[config.mk]
export PLATFORM = sky130hd
export DESIGN_NAME = cplc_ctrl
export DESIGN_NICKNAME = d
export VERILOG_FILES = /design/src/hdl/cplc_pkg.sv /design/src/hdl/cplc_ctrl.sv
export SDC_FILE = /design/constraint.sdc
export NUM_CORES = 1
export LEC_CHECK = 0
export ABC_AREA = 1
export BUFFER_PORTS_ARGS = -buffer_cell sky130_fd_sc_hd__buf_2
export CAP_MARGIN = 20
export CORE_AREA = 2 2 39 41
export CTS_CLUSTER_SIZE = 25
export DETAILED_ROUTE_END_ITERATION = 16
export DIE_AREA = 0 0 41 43
export PLACE_DENSITY = 0.7
export SYNTH_ARGS = -nofsm -noshare
export SYNTH_HDL_FRONTEND = slang
export SYNTH_SLANG_ARGS = --single-unit
export TNS_END_PERCENT = 20
[constraint.sdc]
create_clock -name clk -period 1.6 [get_ports clk]
set_input_delay 0 -clock clk [delete_from_list [all_inputs] [get_ports clk]]
set_output_delay 0 -clock clk [all_outputs]
set_load 0.02 [all_outputs]
[src/hdl/cplc_pkg.sv]
// ----------------------------------------------------------------------------
// cplc_pkg
// Shared types and constants of the closest-pair linkage clustering block.
// ----------------------------------------------------------------------------
package cplc_pkg;

	localparam int MAX_POINTS_DEF = 1024;
	localparam int COORD_BITS_DEF = 20;

	localparam int FIELD_COORD_W = 20;
	localparam int CFG_W         = 19;
	localparam int PROD_W        = 26;
	localparam int XPROD_W       = 40;
	localparam int APB_DATA_W    = 32;
	localparam int APB_ADDR_W    = 3;

	localparam logic [CFG_W-1:0]      PAIRS_RESET      = CFG_W'(1000);
	localparam logic [APB_ADDR_W-1:0] ADDR_PAIRS_TO_CONNECT = '0;

	typedef enum logic [3:0] {
		S_IDLE,
		S_INIT,
		S_CHECK,
		S_MEAS,
		S_MUL1,
		S_MUL2,
		S_SCAN,
		S_JOIN_RD,
		S_JOIN_UPD,
		S_RELAB,
		S_SIZE_RD,
		S_SIZE_UPD,
		S_OUT
	} state_t;

	typedef struct packed {
		logic load;
		logic init_run;
		logic meas_clr;
		logic meas_run;
		logic mul1;
		logic mul2;
		logic scan_clr;
		logic scan_run;
		logic set_exh;
		logic join_rd;
		logic join_upd;
		logic relab_run;
		logic size_rd;
		logic size_upd;
		logic finish;
	} cmd_t;

	typedef struct packed {
		logic k_done;
		logic k_busy;
		logic scan_done;
		logic have_best;
		logic lab_eq;
		logic measured;
		logic closed;
		logic exhausted;
		logic pj_reached;
	} sts_t;

endpackage

[src/hdl/cplc_ctrl.sv]
// ----------------------------------------------------------------------------
// cplc_ctrl
// Sequencer of the clustering block: loading, pair scans, joins, measuring.
// ----------------------------------------------------------------------------
module cplc_ctrl (
	input  logic          clk,
	input  logic          arst_n,
	input  logic          start,
	input  logic          last_point,
	input  cplc_pkg::sts_t sts,
	output cplc_pkg::cmd_t cmd,
	output logic          busy
);
	import cplc_pkg::*;

	state_t state_q, state_d;

	always_ff @(posedge clk or negedge arst_n) begin
		if (!arst_n) begin
			state_q <= S_IDLE;
		end else begin
			state_q <= state_d;
		end
	end

	always_comb begin
		state_d = state_q;
		unique case (state_q)
			S_IDLE: begin
				if (start && last_point) state_d = S_INIT;
			end
			S_INIT: begin
				if (sts.k_done) state_d = S_CHECK;
			end
			S_CHECK: begin
				if (!sts.measured && (sts.pj_reached || sts.closed || sts.exhausted))
					state_d = S_MEAS;
				else if ((sts.measured && sts.closed) || sts.exhausted)
					state_d = S_OUT;
				else
					state_d = S_SCAN;
			end
			S_MEAS: begin
				if (sts.k_done && !sts.k_busy) state_d = S_MUL1;
			end
			S_MUL1:     state_d = S_MUL2;
			S_MUL2:     state_d = S_CHECK;
			S_SCAN: begin
				if (sts.scan_done) state_d = sts.have_best ? S_JOIN_RD : S_CHECK;
			end
			S_JOIN_RD:  state_d = S_JOIN_UPD;
			S_JOIN_UPD: state_d = sts.lab_eq ? S_CHECK : S_RELAB;
			S_RELAB: begin
				if (sts.k_done && !sts.k_busy) state_d = S_SIZE_RD;
			end
			S_SIZE_RD:  state_d = S_SIZE_UPD;
			S_SIZE_UPD: state_d = S_CHECK;
			S_OUT:      state_d = S_IDLE;
			default:    state_d = S_IDLE;
		endcase
	end

	always_comb begin
		cmd = '0;
		unique case (state_q)
			S_IDLE:     cmd.load = start;
			S_INIT:     cmd.init_run = 1'b1;
			S_CHECK: begin
				if (!sts.measured && (sts.pj_reached || sts.closed || sts.exhausted))
					cmd.meas_clr = 1'b1;
				else if (!((sts.measured && sts.closed) || sts.exhausted))
					cmd.scan_clr = 1'b1;
			end
			S_MEAS:     cmd.meas_run = 1'b1;
			S_MUL1:     cmd.mul1 = 1'b1;
			S_MUL2:     cmd.mul2 = 1'b1;
			S_SCAN: begin
				cmd.scan_run = 1'b1;
				cmd.set_exh  = sts.scan_done && !sts.have_best;
			end
			S_JOIN_RD:  cmd.join_rd = 1'b1;
			S_JOIN_UPD: cmd.join_upd = 1'b1;
			S_RELAB:    cmd.relab_run = 1'b1;
			S_SIZE_RD:  cmd.size_rd = 1'b1;
			S_SIZE_UPD: cmd.size_upd = 1'b1;
			S_OUT:      cmd.finish = 1'b1;
			default:    cmd = '0;
		endcase
	end

	assign busy = (state_q != S_IDLE);

endmodule

==> results of run 1 <==
## routing by layer
| metal | vias up | global-route usage (%) | part of all wire [%] |
|---|---|---|---|
| met1 | 275 | 23.0 | 44 |
| met3 | 0 | 4.71 | 9.4 |
| met5 | - | 0 | 0 |
| li1 | 360 | - | - |
| met4 | 0 | 6.00 | 0 |
| met2 | 30 | 26.3 | 47 |
## metrics by stage
step	worst slack, ns	cell area, sq um	total power [W]
floorplan	0.232	492	0.000824
global placement	0.285	652	0.00105
detailed placement	0.314	652	0.00104
CTS	0.0660	684	0.00118
global route	0.0150	692	0.00134
finish	0.118	692	0.00119
## placed cells by master (no fill, tap or decap)
master | synthesis | final
nand2_1 | 33 | 33
buf_2 | 0 | 28
inv_1 | 26 | 26
nor2_1 | 18 | 17
nand3_1 | 7 | 7
nor2_2 | 4 | 4
dfrtp_1 | 4 | 4
clkbuf_4 | 0 | 3
nor3_1 | 2 | 2
nor2_4 | 0 | 1
nand2_2 | 1 | 1
a211oi_1 | 1 | 1
o21ai_0 | 1 | 1
o211ai_1 | 1 | 1
nand4_1 | 1 | 1
dlygate4sd3_1 | 0 | 1
## how the worst max path moves through the flow
stage / endpoint / start / slack [ns]
finish: cmd[8] / state_q[1]$_DFFE_PN0P_ / 0.12
global route: cmd[8] / state_q[1]$_DFFE_PN0P_ / 0.01
CTS: cmd[14] / state_q[1]$_DFFE_PN0P_ / 0.07
detailed placement: state_q[0]$_DFFE_PN0P_ / state_q[1]$_DFFE_PN0P_ / 0.31
global placement: state_q[0]$_DFFE_PN0P_ / state_q[1]$_DFFE_PN0P_ / 0.28
floorplan: state_q[0]$_DFFE_PN0P_ / state_q[3]$_DFFE_PN0P_ / 0.23
## kinds of logic after synthesis
logic type             after synthesis  synth area share, %
and+or+nand+nor                     66                 55.7
AOI/OAI and AO/OA                    3                 4.07
buffers and inverters               26                 19.8
DFF                                  4                 20.4
## final cells by class
class,instances,area (sq um),area share (%)
Clock buffer,3,22.5,3.25
Inverter,26,97.6,14.1
Multi-Input combinational cell,69,302,43.6
Sequential cell,4,100,14.5
Tap cell,16,20.0,2.89
Timing Repair Buffer,29,150,21.7
## Yosys cell counts (all sizes together)
cell	n
dfrtp	4
nand3	7
nand4	1
a211oi	1
inv	26
o211ai	1
nor2	22
nand2	34
nor3	2
o21ai	1
## timing repair
action	in CTS	in global routing
resized for setup	0	2
setup endpoints to repair	0	3
hold buffers	1	0
hold endpoints to repair	4	0
buffers inserted	0	0
## report_power, final
part	switching (W)	total, W	internal (W)
Combinational	0.000566	0.000844	0.000278
Sequential	0.0000675	0.000218	0.000151
Clock	0.0000440	0.000128	0.0000841
## worst max-delay path, delay by kind of cell (launching register included)
family	cells	cell delay (ns)
flip-flops	1	0.43
buffers and inverters	3	0.33
AND/OR/NAND/NOR	3	0.32
AO/OA/AOI/OAI	1	0.16
==> results by group, run 1 <==
Timing
  • Max Fclk: 0.675 GHz
  • Min cycle time layout: roughly 1.5 ns
  • Max Slew Vio Count: 0
  • Worst Tran Pin Value: about 0.25 ns
  • Slew headroom: between 80 and 90%
  • Final Hold Viols: 0
  • Hold slack: roughly 0.064 ns
  • Setup violation total in the final timing report: 0
  • Setup TNS Final: 0 ns
  • Final Cycle Share: between 90% and 100%
  • Skew final: roughly 0.007 ns
  • RSZ-0062 raised after global routing: no

Clock tree
  • H-tree levels: 1
  • Cts bufs inserted: 3
  • Clock root buffer: clkbuf_4
  • Skew-Pair Late Insertion Delay: 0.24 ns
  • Max Buffers Root-to-Sink: 2
  • Clock-pin slew on the worst setup and hold paths: 0.04 ns
  • Clock net sink count: 4
  • TritonCTS clock tree: done

GRT
  • Initial antenna violation count: 0
  • Congestion Overflow GR: 0
  • Global-route wire length before repair: between 2 and 2.5 mm
  • Vias in the first global route: between 500 and 600
  • Global-route usage over all layers: between 15 and 20%
  • Largest net degree at the start of global routing: 7

Drt
  • Routed vias/inst: between 4 and 5
  • WL/cell: slightly below 9 microns
  • DRT Pass-1 Iters: 4
  • WL final: 1.28 mm
  • # DRC: 0
  • ANT nets after route: 0
  • Drt initial violations: 20
  • DR vias: 665

Synth
  • Syn avg cell area: 4.97 sq um
  • Post-Syn Instances: slightly below 100
  • Area leader, netlist: nand2_1
  • Unique masters post-synth: 12
  • Area of the mapped netlist: between 400 and 500 sq um
  • Top cells by area, synth: nand2_1 (25%), dfrtp_1 (20%), inv_1 (20%)
  • Synthesized net count: 112
  • FF+latch count, synth: 4
  • Yosys warns: 0
  • Sequential fraction of the synthesis area: roughly a fifth
  • Post-synth top area share: 25.2%

Finish
  • Largest Register: state_q
  • # fillers: around 150
  • P&R area growth vs syn: 40.7%
  • Share of layout cells above drive strength 1: roughly 28%
  • Nets: 146
  • Post-route core utilization: between 50% and 60%
  • Top Registers: state_q (4)
  • Max FFs per register: 4
  • Antenna diode count: 0
  • Non-filler cells, final: 147

Floorplanning
  • Rows: 14
  • Core Region: 1380 sq um
  • Die Width: between 40 and 50 microns
  • I/O pin cnt: 29
  • Die area: approximately 1800 sq um
  • Initial core utilization: between 30 and 40%
  • Chip height: 43 microns

Hold path
  • Hold wc startpoint: sts[6]
  • Hold Path Depth: 4
  • Hold Crit Class: input port to flip-flop
  • Hold EP: state_q[2]$_DFFE_PN0P_

Power and ir drop
  • Cell Pwr Density: between 1500 and 2000 nW/um^2
  • VDD IR max: roughly 0.00067 V
  • Leak: 0.530 nW

Worst setup path
  • Worst path cell trace: inv_1, nor2_2, nand2_2, inv_1, nand2_1, a211oi_1, buf_2
  • Setup crit start kind: flip-flop
  • Worst EP required: 1.60 ns
  • WS Path Type: flip-flop to primary output
  • Worst r2r dst: state_q[1]$_DFFE_PN0P_
  • Cell mode on critical path: inv_1
  • Arr. time, crit path: 1.48 ns
  • Slowest-stage cell, CP: dfrtp_1
  • Flop2flop setup slack: slightly above 0.3 ns
  • R2R depth: 9
  • RR Startpoint: state_q[3]$_DFFE_PN0P_
  • Crit path largest cell delay: about 0.43 ns
  • Critical Path Fanout Max: 6
  • Endpoint class of the critical path: primary output

Placed design
  • Final HPWL DP: between 1 and 1.5 mm
  • Dpl cells: 143
  • Global placement routability congestion: between 0.9 and 1
  • Port-buffer cells: 28

Outcome
  • Status: finished, final reports clean

Run
  • Max-cap violations: 0
Note: power is estimated with default switching activity, not from simulation.
==> run 2: changes to the inputs <==
- CAP_MARGIN: 20 -> 5
- PLACE_DENSITY: 0.7 -> 0.68
==> run 2 against run 1 <==
Routed wire length rose by 3.8%. First-iteration DRC count fell by 15%. Final cell count stayed put. Count of clock-buffer cells in the layout did not move. Global-route usage is 0.17 points higher. Non-clock buffer count is the same. Worst hold slack better by 0.019 ns. Core utilization rose by 0.090 points. Maximum frequency up 0.44%. Largest cell class unchanged. Die area did not move. Power grew 0.35%.
==> results by group, run 2 (synthesis gave the netlist of run 1 again) <==
GRT
  • Global-route wire length before repair: 2.19 mm (+3.2%)
  • Vias in the first global route: 544 (+0.55%)
  • Congestion Overflow GR: 0 (unchanged)
  • Largest net degree at the start of global routing: 7 (unchanged)
  • Global-route usage over all layers: 17.5% (+0.17 points)
  • Initial antenna violation count: 0 (unchanged)

Worst setup path
  • CP Depth: 6 (-1)
  • Crit path largest cell delay: 0.42 ns (about the same)
  • Critical Path Fanout Max: 5 (-1)
  • Worst EP required: 1.60 ns (about the same)
  • Arr. time, crit path: 1.48 ns (about the same)
  • Buf/Inv on CP: 2 (-1)
  • Worst path cell trace: nor2_2, nand2_2, inv_1, nand2_1, a211oi_1, buf_2
  • Worst r2r dst: state_q[1]$_DFFE_PN0P_
  • Critical Path Start: state_q[0]$_DFFE_PN0P_
  • R2R depth: 9 (unchanged)
  • Slowest-stage cell, CP: dfrtp_1
  • Endpoint class of the critical path: primary output
  • Termination of the worst setup path: cmd[8]
  • Flop2flop setup slack: 0.29 ns (-0.02 ns)
  • Setup crit start kind: flip-flop
  • Delay-heaviest family, CP: flip-flops
  • WS Path Type: flip-flop to primary output
  • RR Startpoint: state_q[3]$_DFFE_PN0P_

Floorplanning
  • Die Width: 41 microns (unchanged)
  • Die area: 1760 sq um (unchanged)
  • I/O pin cnt: 29 (unchanged)
  • Rows: 14 (unchanged)
  • Chip height: 43 microns (unchanged)
  • Core Region: 1380 sq um (unchanged)
  • Initial core utilization: 35.5% (unchanged)

Placed design
  • Global placement routability congestion: 0.872 (-3.2%)
  • Dpl ws: 0.285 ns (-0.0284 ns)
  • Port-buffer cells: 28 (unchanged)
  • Final HPWL DP: 1.14 mm (+6.4%)
  • Dpl cells: 143 (unchanged)
  • Placed cell area: 652 sq um (unchanged)

Timing
  • Setup violation total in the final timing report: 0 (unchanged)
  • Final Hold Viols: 0 (unchanged)
  • Final WS setup: 0.124 ns (+0.00643 ns)
  • Max Fclk: 0.678 GHz (+0.44%)
  • Min cycle time layout: 1.48 ns (-0.00643 ns)
  • Worst Tran Pin Value: 0.256 ns (+0.00339 ns)
  • Skew final: 0.00389 ns (-0.00317 ns)
  • Slew headroom: 82.9% (-0.23 points)
  • Max Slew Vio Count: 0 (unchanged)
  • Final Cycle Share: 92.2% (-0.40 points)
  • Setup TNS Final: 0 ns (unchanged)
  • RSZ-0062 raised after global routing: yes

Finish
  • Largest Register: state_q
  • Most common cell after layout, fill and taps aside: nand2_1
  • Non-filler cells, final: 147 (unchanged)
  • Nets: 146 (unchanged)
  • Final Cell Area: 693 sq um (+0.18%)
  • Max FFs per register: 4 (unchanged)
  • Antenna diode count: 0 (unchanged)
  • Share of layout cells above drive strength 1: 29.0% (+0.76 points)
  • Most frequent cells in the layout: nand2_1 (33), buf_2 (28), inv_1 (26), nor2_1 (17), nand3_1 (7)
  • P&R area growth vs syn: 41.0%
  • Top Registers: state_q (4)

Drt
  • DRT Pass-1 Iters: 4 (unchanged)
  • Routed vias/inst: 4.49 (-0.75%)
  • ANT nets after route: 0 (unchanged)
  • DR vias: 660 (-0.75%)
  • WL final: 1.33 mm (+3.8%)
  • WL/cell: 9.05 microns (+3.8%)
  • # DRC: 0 (unchanged)
  • Drt initial violations: 17 (-15%)

Clock tree
  • H-tree levels: 1 (unchanged)
  • Cts bufs inserted: 3 (unchanged)
  • Clock-pin slew on the worst setup and hold paths: 0.04 ns (about the same)
  • Skew-Pair Late Insertion Delay: 0.23 ns (about the same)
  • Clock root buffer: clkbuf_4
  • TritonCTS clock tree: done
  • Max Buffers Root-to-Sink: 2 (unchanged)
  • Clock net sink count: 4 (unchanged)

Power and ir drop
  • Tot Pwr: 0.00119 W (+0.35%)
  • Sw frac: 56.9% (about the same)
  • Share of power burned in registers: 18.7% (+0.4 points)
  • Leak: 0.528 nW (-0.23%)
  • Int Pwr: 0.000515 W (+0.45%)
  • Clk pwr share: 10.3% (-0.5 points)
  • Sw Pwr: 0.000679 W (+0.28%)
  • Cell Pwr Density: 1720 nW/um^2 (+0.17%)
  • VDD IR max: 0.000593 V (-12%)
  • Comb power frac: 71.1% (+0.2 points)

Outcome
  • Status: finished, final reports clean

Run
  • Max-cap violations: 0 (unchanged)

Hold path
  • Hold Crit Class: input port to flip-flop
-- run 2: cell type report --
| class | instances | area, sq um |
|---|---|---|
| tap | 16 | 20.0 |
| timing repair buffer | 29 | 150 |
| sequential | 4 | 101 |
| clock buffer | 3 | 22.5 |
| fill | 153 | 691 |
| multi-input combinational | 69 | 302 |
| inverter | 26 | 97.6 |
-- run 2: routing by layer --
metal | vias to the layer above | global-route usage, % | wire (microns)
li1 | 358 | - | -
met1 | 279 | 25.7 | 637
met2 | 23 | 25.6 | 608
met3 | 0 | 2.09 | 84
met4 | 0 | 6.00 | 0
met5 | - | 0 | 0
-- run 2: how the worst min path moves through the flow --
stage / depth (start not counted) / slack, ns / end / from
4_1_cts: 4 / 0.08 / state_q[2]$_DFFE_PN0P_ / sts[6]
2_1_floorplan: 0 / -0.30 / state_q[0]$_DFFE_PN0P_ / arst_n
5_1_grt: 2 / 0.11 / state_q[3]$_DFFE_PN0P_ / arst_n
3_5_place_dp: 1 / -0.19 / state_q[3]$_DFFE_PN0P_ / arst_n
6_report: 4 / 0.08 / state_q[2]$_DFFE_PN0P_ / sts[6]
3_3_place_gp: 1 / -0.19 / state_q[3]$_DFFE_PN0P_ / arst_n
-- run 2: what timing repair did --
action / CTS / global route
endpoints found under the setup margin: 0 / 3
buffers inserted: 0 / 0
resized for setup: 0 / 3
hold endpoints to repair: 4 / 0
hold buffers: 1 / 0
-- run 2: power by group through the flow --
stage	Sequential [W]	Clock, W	Combinational [W]
floorplan	0.000198	0	0.000626
global placement	0.000208	0	0.000840
detailed placement	0.000210	0	0.000839
CTS	0.000209	0.000127	0.000845
global route	0.000231	0.000129	0.000965
finish	0.000223	0.000123	0.000849
-- run 2: worst register-to-register path, delay by kind of cell (launching register included) --
kind	cells	cell delay [ns]
buffers and inverters	2	0.17
and+or+nand+nor	7	0.62
DFF	1	0.42
-- run 2: per-stage QoR --
| step | utilization (%) | hold WS [ns] |
|---|---|---|
| floorplan | - | -0.296 |
| global placement | 47.1 | -0.193 |
| detailed placement | 47.1 | -0.191 |
| CTS | 49.5 | 0.0799 |
| global route | 50.1 | 0.106 |
| finish | 50.1 | 0.0828 |
==> run 3: changes to the inputs <==
- BUFFER_PORTS_ARGS: -buffer_cell sky130_fd_sc_hd__buf_2 -> not set
- DONT_BUFFER_PORTS: not set -> 1
- PLACE_DENSITY: 0.68 -> not set
==> run 3 against run 2 <==
Critical path depth up 1. Largest power group unchanged. Maximum frequency down 1.8%. Core utilization down 6.6 points. Final area down 13%. Clock skew down 0.0031 ns. Global-route usage up 0.40 points. Largest cell class unchanged.
==> results by group, run 3 (synthesis gave the netlist of run 1 again) <==
Outcome
  • Status: finished, final reports clean

Worst setup path
  • Critical Path Fanout Max: 6 (+1)
  • RR Startpoint: state_q[3]$_DFFE_PN0P_
  • Buf/Inv on CP: 3 (+1)
  • Crit path largest cell delay: 0.43 ns (about the same)
  • Worst r2r dst: state_q[2]$_DFFE_PN0P_
  • Critical Path Start: state_q[1]$_DFFE_PN0P_
  • Setup crit start kind: flip-flop
  • Delay-heaviest family, CP: flip-flops
  • Worst EP required: 1.60 ns (about the same)
  • CP Depth: 7 (+1)
  • Arr. time, crit path: 1.50 ns (+0.02 ns)
  • Slowest-stage cell, CP: dfrtp_1
  • Worst path cell trace: inv_1, nor2_2, nand2_2, inv_1, nand2_1, a211oi_1, buf_4
  • Endpoint class of the critical path: primary output
  • R2R depth: 9 (unchanged)
  • Termination of the worst setup path: cmd[8]
  • Cell mode on critical path: inv_1
  • Flop2flop setup slack: 0.25 ns (-0.04 ns)
  • WS Path Type: flip-flop to primary output

GRT
  • Global-route usage over all layers: 17.9% (+0.40 points)
  • Largest net degree at the start of global routing: 7 (unchanged)
  • Global-route wire length before repair: 2.16 mm (-1.6%)
  • Initial antenna violation count: 0 (unchanged)
  • Vias in the first global route: 573 (+5.3%)
  • Congestion Overflow GR: 0 (unchanged)

Clock tree
  • Clock root buffer: clkbuf_4
  • TritonCTS clock tree: done
  • Cts bufs inserted: 3 (unchanged)
  • Clock net sink count: 4 (unchanged)
  • Skew-Pair Late Insertion Delay: 0.24 ns (about the same)
  • Setup Buffers After CTS: 0 (unchanged)
  • Max Buffers Root-to-Sink: 2 (unchanged)
  • H-tree levels: 1 (unchanged)
  • Clock-pin slew on the worst setup and hold paths: 0.04 ns (about the same)

Run
  • Max-cap violations: 0 (unchanged)

Finish
  • Non-filler cells, final: 125 (-15%)
  • Most frequent cells in the layout: nand2_1 (33), inv_1 (26), nor2_1 (17), nand3_1 (7), buf_4 (6)
  • Max FFs per register: 4 (unchanged)
  • P&R area growth vs syn: 22.4%
  • Top Registers: state_q (4)
  • Final Cell Area: 602 sq um (-13%)
  • Nets: 124 (-15%)
  • Antenna diode count: 0 (unchanged)
  • Most common cell after layout, fill and taps aside: nand2_1
  • Share of layout cells above drive strength 1: 13.8% (-15 points)
  • Largest Register: state_q

Drt
  • WL/cell: 10.7 microns (+19%)
  • Drt initial violations: 15 (-2)
  • WL final: 1.34 mm (+0.83%)
  • DR vias: 609 (-7.7%)
  • DRT Pass-1 Iters: 4 (unchanged)
  • Routed vias/inst: 4.87 (+8.5%)
  • # DRC: 0 (unchanged)
  • ANT nets after route: 0 (unchanged)

Timing
  • Setup TNS Final: 0 ns (unchanged)
  • Setup violation total in the final timing report: 0 (unchanged)
  • Max Fclk: 0.666 GHz (-1.8%)
  • Skew final: 0.000791 ns (-0.00310 ns)
  • Slew headroom: 73.2% (-9.7 points)
  • Worst Tran Pin Value: 0.400 ns (+0.144 ns)
  • Max Slew Vio Count: 0 (unchanged)
  • Min cycle time layout: 1.50 ns (+0.0267 ns)
  • RSZ-0062 raised after global routing: no
  • Final Hold Viols: 0 (unchanged)
  • Hold slack: 0.00509 ns (-0.0777 ns)
  • Final Cycle Share: 93.9% (+1.7 points)

Floorplanning
  • Core Region: 1380 sq um (unchanged)
  • Initial core utilization: 35.5% (unchanged)
  • Rows: 14 (unchanged)
  • Die area: 1760 sq um (unchanged)
  • Die Width: 41 microns (unchanged)
  • I/O pin cnt: 29 (unchanged)
  • Chip height: 43 microns (unchanged)

Placed design
  • Dpl cells: 121 (-15%)
  • Final HPWL DP: 1.15 mm (+0.81%)
  • Global placement routability congestion: 0.892 (+2.3%)
  • Placed cell area: 557 sq um (-15%)
  • Port-buffer cells: 0 (-100%)

Power and ir drop
  • Leak: 0.430 nW (-19%)
  • Cell Pwr Density: 1940 nW/um^2 (+12%)
  • VDD IR max: 0.000904 V (+52%)

Hold path
  • Hold wc startpoint: sts[6]
  • Hold Crit Class: input port to flip-flop
==> run 3: per-layer routing <==
layer | global-route usage, % | wire (microns) | vias to the layer above | part of all wire, %
met2 | 27.2 | 666 | 21 | 50
met3 | 4.19 | 89 | 2 | 6.6
met1 | 23.1 | 575 | 275 | 43
met5 | 0 | 0 | - | 0
li1 | - | - | 311 | -
met4 | 8.00 | 9 | 0 | 0.67
==> run 3: worst min path at each step <==
stage,slack (ns),end,cells past startpoint
after floorplan,-0.30,state_q[0]$_DFFE_PN0P_,0
after global placement,-0.30,state_q[1]$_DFFE_PN0P_,0
after detailed placement,-0.30,state_q[1]$_DFFE_PN0P_,0
after CTS,0.002,state_q[2]$_DFFE_PN0P_,3
after global routing,0.02,state_q[2]$_DFFE_PN0P_,3
final,0.005,state_q[2]$_DFFE_PN0P_,3
==> run 3: metrics by stage <==
stage | setup slack (ns) | total power [W] | utilization (%)
after floorplan | 0.232 | 0.000824 | -
after global placement | 0.313 | 0.000996 | 40.2
after detailed placement | 0.236 | 0.00100 | 40.2
after CTS | 0.0654 | 0.00114 | 42.8
after global routing | 0.0241 | 0.00128 | 43.5
final | 0.0977 | 0.00117 | 43.5
==> run 3: area by class of cell <==
class                      instances  area [sq um]
multi-input combinational         69           307
timing repair buffer               7          55.1
fill                             176           782
sequential                         4           100
clock buffer                       3          22.5
inverter                          26          97.6
tap                               16          20.0
==> run 3: what timing repair did <==
action                                 in CTS  in global routing
resized for setup                           1                  2
setup endpoints to repair                   1                  1
hold buffers                                1                  0
endpoints found under the hold margin       4                  0
pin swaps                                   0                  0
==> run 3: worst reg2reg max path, cell delays in order, from the launching register on <==
cell     delay [ns]
dfrtp_1        0.42
inv_1          0.11
nor2_2         0.20
nand2_1        0.14
nand2_1        0.08
nand2_1        0.07
inv_1          0.07
nor2_2         0.05
nand2_1        0.05
nand2_1        0.05
==> run 3: power by group <==
group / switching (W) / leakage, nW / internal (W)
Clock: 0.0000435 / 0.0138 / 0.0000841
Combinational: 0.000576 / 0.365 / 0.000245
Sequential: 0.0000665 / 0.0516 / 0.000151
Total: 0.000686 / 0.430 / 0.000479
